[config.mk]
export PLATFORM = sky130hd
export DESIGN_NAME = strict_priority_multi_fifo
export DESIGN_NICKNAME = d
export VERILOG_FILES = /design/src/hdl/spmf_pkg.sv /design/src/hdl/spmf_ctrl.sv /design/src/hdl/spmf_datapath.sv /design/src/hdl/strict_priority_multi_fifo.sv
export SDC_FILE = /design/constraint.sdc
export NUM_CORES = 2
export LEC_CHECK = 0
export ABC_CLOCK_PERIOD_IN_PS = 8600
export BUFFER_PORTS_ARGS = -buffer_cell sky130_fd_sc_hd__buf_2
export CORE_ASPECT_RATIO = 1.4
export CORE_MARGIN = 2
export CORE_UTILIZATION = 52
export DETAILED_ROUTE_END_ITERATION = 8
export PLACE_DENSITY = 0.67
export SLEW_MARGIN = 20
export SYNTH_ARGS = -nofsm -noshare
export SYNTH_HDL_FRONTEND = slang
export SYNTH_SLANG_ARGS = --single-unit
[constraint.sdc]
create_clock -name aclk -period 8.6 [get_ports aclk]
set_input_delay 2.15 -clock aclk [delete_from_list [all_inputs] [get_ports aclk]]
set_output_delay 2.15 -clock aclk [all_outputs]
set_load 0.05 [all_outputs]
[src/hdl/spmf_pkg.sv]
package spmf_pkg;

    // operation codes of an input item
    typedef enum logic {
        OP_ENQUEUE = 1'b0,
        OP_DEQUEUE = 1'b1
    } op_t;

    // result status codes
    typedef enum logic [1:0] {
        STATUS_OK     = 2'd0,
        STATUS_EMPTY  = 2'd1,
        STATUS_FULL   = 2'd2,
        STATUS_UNUSED = 2'd3
    } status_t;

    typedef enum logic {
        ST_IDLE = 1'b0,
        ST_RESP = 1'b1
    } ctrl_state_t;

    // controller to datapath
    typedef struct packed {
        logic accept;
        logic load_out;
    } ctrl_cmd_t;

    // datapath to controller
    typedef struct packed {
        logic out_free;
    } dp_status_t;

    localparam int HANDLE_W   = 16;
    localparam int LEVEL_W    = 3;
    localparam int CFG_W      = 4;
    localparam int HELD_W     = 8;

endpackage

[src/hdl/spmf_ctrl.sv]
module spmf_ctrl (
    input  logic                   aclk,
    input  logic                   aresetn,
    input  logic                   s_valid,
    output logic                   s_ready,
    input  spmf_pkg::dp_status_t   dp_status,
    output spmf_pkg::ctrl_cmd_t    cmd
);

    spmf_pkg::ctrl_state_t state_reg;
    spmf_pkg::ctrl_state_t state_next;

    always_ff @(posedge aclk) begin
        if (!aresetn) begin
            state_reg <= spmf_pkg::ST_IDLE;
        end else begin
            state_reg <= state_next;
        end
    end

    always_comb begin
        state_next   = state_reg;
        s_ready      = 1'b0;
        cmd.accept   = 1'b0;
        cmd.load_out = 1'b0;
        case (state_reg)
            spmf_pkg::ST_IDLE: begin
                s_ready    = 1'b1;
                cmd.accept = s_valid;
                if (s_valid) begin
                    state_next = spmf_pkg::ST_RESP;
                end
            end
            spmf_pkg::ST_RESP: begin
                // wait for a free output slot
                if (dp_status.out_free) begin
                    cmd.load_out = 1'b1;
                    state_next   = spmf_pkg::ST_IDLE;
                end
            end
            default: begin
                state_next = spmf_pkg::ST_IDLE;
            end
        endcase
    end

endmodule

[src/hdl/spmf_datapath.sv]
module spmf_datapath #(
    parameter int LEVELS      = 8,
    parameter int LEVEL_DEPTH = 16,
    parameter int HANDLE_BITS = 16,
    parameter int LIW         = 4
) (
    input  logic                                aclk,
    input  logic                                aresetn,
    input  logic [LIW-1:0]                      levels_in_use,
    input  spmf_pkg::ctrl_cmd_t                 cmd,
    output spmf_pkg::dp_status_t                dp_status,
    input  logic                                s_operation,
    input  logic [spmf_pkg::HANDLE_W-1:0]       s_item_handle,
    input  logic [spmf_pkg::LEVEL_W-1:0]        s_priority_level,
    output logic                                m_valid,
    input  logic                                m_ready,
    output logic [1:0]                          m_status,
    output logic [spmf_pkg::HANDLE_W-1:0]       m_served_handle,
    output logic [spmf_pkg::LEVEL_W-1:0]        m_served_level,
    output logic                                m_queue_empty,
    output logic [spmf_pkg::HELD_W-1:0]         m_held_count
);

    localparam int SW    = (HANDLE_BITS < spmf_pkg::HANDLE_W) ? HANDLE_BITS
                                                              : spmf_pkg::HANDLE_W;
    localparam int LW    = (LEVELS > 1) ? $clog2(LEVELS) : 1;
    localparam int PW    = $clog2(LEVEL_DEPTH);
    localparam int CW    = $clog2(LEVEL_DEPTH + 1);
    localparam int DEPTH = LEVELS * LEVEL_DEPTH;
    localparam int AW    = (DEPTH > 1) ? $clog2(DEPTH) : 1;
    localparam int TW    = $clog2(DEPTH + 1);
    localparam int TXW   = (TW > spmf_pkg::HELD_W) ? TW : spmf_pkg::HELD_W;

    // per-level ring state
    logic [PW-1:0] head_reg  [LEVELS];
    logic [PW-1:0] tail_reg  [LEVELS];
    logic [CW-1:0] count_reg [LEVELS];
    logic [TW-1:0] total_reg;

    // handle store and its registered read port
    logic [SW-1:0] mem [DEPTH];
    logic [SW-1:0] rdata_reg;

    // result waiting for the store read
    spmf_pkg::status_t             pend_status_reg;
    logic                          pend_hit_reg;
    logic [spmf_pkg::LEVEL_W-1:0]  pend_level_reg;

    // output register
    logic                          m_valid_reg;
    logic [1:0]                    m_status_reg;
    logic [spmf_pkg::HANDLE_W-1:0] m_served_handle_reg;
    logic [spmf_pkg::LEVEL_W-1:0]  m_served_level_reg;
    logic                          m_queue_empty_reg;
    logic [spmf_pkg::HELD_W-1:0]   m_held_count_reg;

    logic [LIW-1:0]                en;
    logic [LIW-1:0]                lvl_ext;
    logic [LW-1:0]                 enq_idx;
    logic [LW-1:0]                 deq_idx;
    logic [LIW-1:0]                deq_idx_ext;
    logic                          deq_found;
    logic                          enq_ok;
    logic                          deq_ok;
    spmf_pkg::status_t             status_now;
    logic [LW-1:0]                 sel_idx;
    logic [PW-1:0]                 sel_ptr;
    logic [AW-1:0]                 mem_addr;
    logic [TXW-1:0]                total_ext;

    function automatic logic [PW-1:0] advance(input logic [PW-1:0] p);
        advance = (p == PW'(LEVEL_DEPTH - 1)) ? '0 : p + 1'b1;
    endfunction

    always_comb begin
        en      = (levels_in_use > LIW'(LEVELS)) ? LIW'(LEVELS) : levels_in_use;
        lvl_ext = LIW'(s_priority_level);
        enq_idx = lvl_ext[LW-1:0];

        // highest enabled non-empty level
        deq_found = 1'b0;
        deq_idx   = '0;
        for (int i = 0; i < LEVELS; i++) begin
            if (count_reg[i] != '0 && LIW'(i) < en) begin
                deq_found = 1'b1;
                deq_idx   = LW'(i);
            end
        end
        deq_idx_ext = LIW'(deq_idx);

        enq_ok     = 1'b0;
        deq_ok     = 1'b0;
        status_now = spmf_pkg::STATUS_OK;
        if (s_operation == spmf_pkg::OP_ENQUEUE) begin
            if (lvl_ext >= en) begin
                status_now = spmf_pkg::STATUS_UNUSED;
            end else if (count_reg[enq_idx] == CW'(LEVEL_DEPTH)) begin
                status_now = spmf_pkg::STATUS_FULL;
            end else begin
                enq_ok = 1'b1;
            end
        end else begin
            if (!deq_found) begin
                status_now = spmf_pkg::STATUS_EMPTY;
            end else begin
                deq_ok = 1'b1;
            end
        end

        sel_idx  = (s_operation == spmf_pkg::OP_ENQUEUE) ? enq_idx : deq_idx;
        sel_ptr  = (s_operation == spmf_pkg::OP_ENQUEUE) ? tail_reg[enq_idx]
                                                         : head_reg[deq_idx];
        mem_addr = AW'(int'(sel_idx) * LEVEL_DEPTH + int'(sel_ptr));
        total_ext = TXW'(total_reg);
    end

    always_ff @(posedge aclk) begin
        if (!aresetn) begin
            for (int i = 0; i < LEVELS; i++) begin
                head_reg[i]  <= '0;
                tail_reg[i]  <= '0;
                count_reg[i] <= '0;
            end
            total_reg <= '0;
        end else if (cmd.accept) begin
            if (enq_ok) begin
                tail_reg[enq_idx]  <= advance(tail_reg[enq_idx]);
                count_reg[enq_idx] <= count_reg[enq_idx] + 1'b1;
                total_reg          <= total_reg + 1'b1;
            end else if (deq_ok) begin
                head_reg[deq_idx]  <= advance(head_reg[deq_idx]);
                count_reg[deq_idx] <= count_reg[deq_idx] - 1'b1;
                total_reg          <= total_reg - 1'b1;
            end
        end
    end

    always_ff @(posedge aclk) begin
        if (cmd.accept && enq_ok) begin
            mem[mem_addr] <= s_item_handle[SW-1:0];
        end
        if (cmd.accept && deq_ok) begin
            rdata_reg <= mem[mem_addr];
        end
    end

    always_ff @(posedge aclk) begin
        if (cmd.accept) begin
            pend_status_reg <= status_now;
            pend_hit_reg    <= deq_ok;
            pend_level_reg  <= deq_ok ? deq_idx_ext[spmf_pkg::LEVEL_W-1:0] : '0;
        end
    end

    always_ff @(posedge aclk) begin
        if (!aresetn) begin
            m_valid_reg <= 1'b0;
        end else if (cmd.load_out) begin
            m_valid_reg <= 1'b1;
        end else if (m_ready) begin
            m_valid_reg <= 1'b0;
        end
    end

    always_ff @(posedge aclk) begin
        if (cmd.load_out) begin
            m_status_reg        <= pend_status_reg;
            m_served_handle_reg <= pend_hit_reg ? spmf_pkg::HANDLE_W'(rdata_reg) : '0;
            m_served_level_reg  <= pend_level_reg;
            m_queue_empty_reg   <= (total_reg == '0);
            m_held_count_reg    <= total_ext[spmf_pkg::HELD_W-1:0];
        end
    end

    assign dp_status.out_free = !m_valid_reg || m_ready;
    assign m_valid            = m_valid_reg;
    assign m_status           = m_status_reg;
    assign m_served_handle    = m_served_handle_reg;
    assign m_served_level     = m_served_level_reg;
    assign m_queue_empty      = m_queue_empty_reg;
    assign m_held_count       = m_held_count_reg;

    a_total_bound: assert property (@(posedge aclk) disable iff (!aresetn)
        total_reg <= TW'(DEPTH))
        else $error("total held count beyond capacity");

    a_enq_grows: assert property (@(posedge aclk) disable iff (!aresetn)
        cmd.accept && enq_ok |=> total_reg == $past(total_reg) + 1'b1)
        else $error("accepted enqueue did not add to total");

    a_deq_shrinks: assert property (@(posedge aclk) disable iff (!aresetn)
        cmd.accept && deq_ok |=> total_reg == $past(total_reg) - 1'b1)
        else $error("served dequeue did not take from total");

    a_hit_ok: assert property (@(posedge aclk) disable iff (!aresetn)
        cmd.load_out && pend_hit_reg |=> m_status_reg == spmf_pkg::STATUS_OK)
        else $error("served handle with a failing status");

endmodule

[src/hdl/strict_priority_multi_fifo.sv]
// a result goes from the pending registers into the output register in the response state, once the slot is free
// each item passes one idle and one response state; a new item is taken only in the idle state
// a result waiting in the output register keeps the controller in the response state and holds off the next item
// reset: synchronous, active low; clears all level pointers, counts and the total,
// sets levels_in_use to LEVELS; the handle store is not cleared
module strict_priority_multi_fifo #(
    parameter int LEVELS      = 8,
    parameter int LEVEL_DEPTH = 16,
    parameter int HANDLE_BITS = 16
) (
    input  logic                                aclk,
    input  logic                                aresetn,
    // configuration write channel (levels_in_use)
    input  logic                                cfg_valid,
    output logic                                cfg_ready,
    input  logic [spmf_pkg::CFG_W-1:0]          cfg_data,
    // input items
    input  logic                                s_valid,
    output logic                                s_ready,
    input  logic                                s_operation,
    input  logic [spmf_pkg::HANDLE_W-1:0]       s_item_handle,
    input  logic [spmf_pkg::LEVEL_W-1:0]        s_priority_level,
    // results
    output logic                                m_valid,
    input  logic                                m_ready,
    output logic [1:0]                          m_status,
    output logic [spmf_pkg::HANDLE_W-1:0]       m_served_handle,
    output logic [spmf_pkg::LEVEL_W-1:0]        m_served_level,
    output logic                                m_queue_empty,
    output logic [spmf_pkg::HELD_W-1:0]         m_held_count
);

    // register wide enough for the 4-bit write and for LEVELS itself
    localparam int LIW = ($clog2(LEVELS + 1) > spmf_pkg::CFG_W) ? $clog2(LEVELS + 1)
                                                                 : spmf_pkg::CFG_W;

    logic [LIW-1:0]        levels_in_use_reg;
    spmf_pkg::ctrl_cmd_t   cmd;
    spmf_pkg::dp_status_t  dp_status;

    // configuration is always taken
    assign cfg_ready = 1'b1;

    always_ff @(posedge aclk) begin
        if (!aresetn) begin
            levels_in_use_reg <= LIW'(LEVELS);
        end else if (cfg_valid) begin
            levels_in_use_reg <= LIW'(cfg_data);
        end
    end

    // sequencer: idle -> response, waits there for a free output slot
    spmf_ctrl u_ctrl (
        .aclk      (aclk),
        .aresetn   (aresetn),
        .s_valid   (s_valid),
        .s_ready   (s_ready),
        .dp_status (dp_status),
        .cmd       (cmd)
    );

    // level rings, priority pick, handle store and output register
    spmf_datapath #(
        .LEVELS      (LEVELS),
        .LEVEL_DEPTH (LEVEL_DEPTH),
        .HANDLE_BITS (HANDLE_BITS),
        .LIW         (LIW)
    ) u_datapath (
        .aclk             (aclk),
        .aresetn          (aresetn),
        .levels_in_use    (levels_in_use_reg),
        .cmd              (cmd),
        .dp_status        (dp_status),
        .s_operation      (s_operation),
        .s_item_handle    (s_item_handle),
        .s_priority_level (s_priority_level),
        .m_valid          (m_valid),
        .m_ready          (m_ready),
        .m_status         (m_status),
        .m_served_handle  (m_served_handle),
        .m_served_level   (m_served_level),
        .m_queue_empty    (m_queue_empty),
        .m_held_count     (m_held_count)
    );

endmodule
==> results.cfg <==
[layout]
nNetsFinal = 6119
mostFrequentLayoutCells = 2204 x edfxtp_1, 947 x nand2_1, 498 x a21oi_1, 338 x buf_4, 319 x mux2i_1
nFillCells = 12757
largest_reg_flops = 2048
area_growth_pct = 12.47
layout_commonest_cell = edfxtp_1
final_cells = 8487
drive_above_1_share_pct = 12.74

[global_routing]
grt.total_usage_pct = 32.94
grt_pass1_wl_um = 397700
grt_max_degree = 108
grt-ovfl-total = 0
grt_pass1_vias = 53707
grt_antenna_before_repair = 17

[logic_synthesis]
synth-main-ff-cell = edfxtp_1
synth_edf_count = 2204
yosys.cell_types.count = 96
ys_seq_area_share_pct = 75.97
syn_nets = 5865
synth_area_um2 = 87480
synth-seq-cells = 2218
ys.warnings.count = 0
synth.avg_cell_area_um2 = 15.03
netlist_top_cells_area = edfxtp_1 76%, nand2_1 4.1%, mux2i_1 3.6%
synthCells = 5822
yosysTopAreaCellShare_pct = 75.65
synthArstFlopShare_pct = 0
synth.largest_area_cell = edfxtp_1

[sta]
fin_skew_ns = 0.04344
timing.final.ws_setup_ns = 1.024
fin_crit_sh_pct = 88.09
hold_viol = 0
slew_violations = 0
relSlewSlack_pct = 15.24
fmax_mhz = 132.0
setup_tns_ns = 0
max_slew.worst_pin.slew_ns = 1.255
rsz0062_at_grt = false
finalSetupViolCount = 0
fin_crit_ns = 7.576

[critical_path]
worstPathRequired_ns = 9.04
end_kind = flop
critPathMaxFanout = 81
worstPathArrival_ns = 8.01
cp-start-kind = flop
worstSetupPathType = reg2reg

[clock_network]
clk_latency_ns = 0.86
ctsHoldBuffers = 0
cts_tree = built
clock_sinks = 2218
cts_resized = 0
cts.clk_slew.worst_paths_ns = 0.06
ctsRootBufferMaster = clkbuf_16
cts_buffers = 191
postCtsSetupRepairBufs = 0
htree_num_levels = 4
cts_buffer_depth = 3

[detailed_routing]
vias_per_cell = 6.631
avgRoutedWirePerCell_um = 33.59
routed_wl_um = 285100
postRouteAntennaNets = 0
first_pass_iters = 6
drcViolationCount = 0
vias = 56277
drtIter0Drc = 9376

[die]
start_util_pct = 52.24
fp-row-count = 178
die-area_um2 = 171600
design.core.area_um2 = 167500
die_x_um = 350.7
top_level_ports = 62
die_h_um = 489.3

[pwr]
peakVddDrop_mv = 0.2533
power_density_nw_per_um2 = 241.9
static-leakage-power_nw = 32.57

[placed_design]
numPortBuffers = 60
place_congestion = 0.9818
dp.cells = 8133
post-place-ws_ns = 0.5963
place_hpwl_um = 173800

[flow_run]
max_cap_viol_count = 0

[run_status]
status = complete, no violations

[hold_path]
hold_path.class = reg2reg
[through the flow]
step | total power [mW] | instance area, um^2 | hold WS [ns] | utilization, %
2_1_floorplan | 13.87 | 87480 | 0.4003 | -
3_3_place_gp | 15.40 | 92280 | 0.4023 | 55.10
3_5_place_dp | 15.45 | 92350 | 0.4072 | 55.14
4_1_cts | 23.72 | 98370 | 0.4222 | 58.73
5_1_grt | 24.26 | 98380 | 0.4301 | 58.74
6_report | 23.80 | 98390 | 0.4230 | 58.75
[per-layer routing]
metal / up-vias / track usage, % / wire [um]
met1: 28008 / 40.44 / 95530
li1: 23122 / - / -
met3: 924 / 7.626 / 33740
met5: - / 0 / 93
met4: 14 / 23.79 / 24240
met2: 4209 / 51.47 / 131500
[critical path, cell delays in order, from the launching register on]
cell       delay, ns
edfxtp_1        0.50
or4_1           0.63
nor4_2          0.42
o22ai_1         0.41
a311oi_1        0.55
o21ai_0         0.28
o2111a_1        0.27
a31oi_4         0.99
buf_12          0.44
a21oi_1         0.10
nor4_1          0.63
o22ai_1         0.31
o21ai_0         0.98
o2111ai_1       0.53
[final timing paths]
kind                                        to  slack, ns                          from  cells after the start
setup reg to reg      u_datapath.rdata_reg[12]       1.02    u_datapath.count_reg[5][1]                     13
hold / removal    u_datapath.m_served_level[2]       0.42  u_datapath.pend_level_reg[2]                      0
setup / recovery      u_datapath.rdata_reg[12]       1.02    u_datapath.count_reg[5][1]                     13
hold reg to reg   u_datapath.m_served_level[2]       0.42  u_datapath.pend_level_reg[2]                      0
[where the power goes]
| group | internal (mW) | leakage (nW) | switching [mW] |
|---|---|---|---|
| Combinational | 0.905 | 9.55 | 2.42 |
| Sequential | 12.0 | 20.1 | 0.0566 |
| Clock | 4.60 | 2.93 | 3.86 |
| Total | 17.5 | 32.6 | 6.34 |
[cells in the mapped netlist (all sizes together), types with 9 or more instances]
master   count
a221oi     124
a21o        15
o21a        16
o41ai       12
and3        16
ha          13
a211o        9
a21boi      10
o22ai      123
buf        221
nor2       304
nor4        49
o211ai      10
o21ai      122
a211oi      42
a32oi        9
dfxtp       14
mux2        25
o2bb2ai     10
and2        31
or4         17
inv         18
nor3        48
a22oi       59
mux4        10
mux2i      319
nand3       46
nand2      954
a311oi      14
edfxtp    2204
clkbuf     130
a21oi      501
a22o        48
a222oi      13
nand4       16
a31oi       31
a221o       42
a31o        11
o31ai       12
a2111oi     50
[cell families (layout without fill, tap and decap cells)]
family,after synthesis,count (layout),share of synthesized area (%)
flip-flops,2218,2218,75.97
AND/OR/NAND/NOR,1508,1508,7.132
AO/OA/AOI/OAI,1341,1341,10.34
buffers and inverters,371,780,1.962
multiplexers,354,354,4.229
XOR/XNOR,15,15,0.1502
adder cells (fa/ha/maj),14,14,0.2088
other,1,7,0.004287
[final cells by class]
cell class,instances,area (um^2),share of cell area [%]
Tap cell,2250,2815,2.861
Inverter,20,75.07,0.07630
Clock inverter,109,950.9,0.9665
Antenna cell,6,15.01,0.01526
Clock buffer,239,5066,5.149
Sequential cell,2218,66460,67.55
Multi-Input combinational cell,3233,19650,19.97
Timing Repair Buffer,412,3358,3.413
No activity file was read; power rests on OpenSTA's default activity.
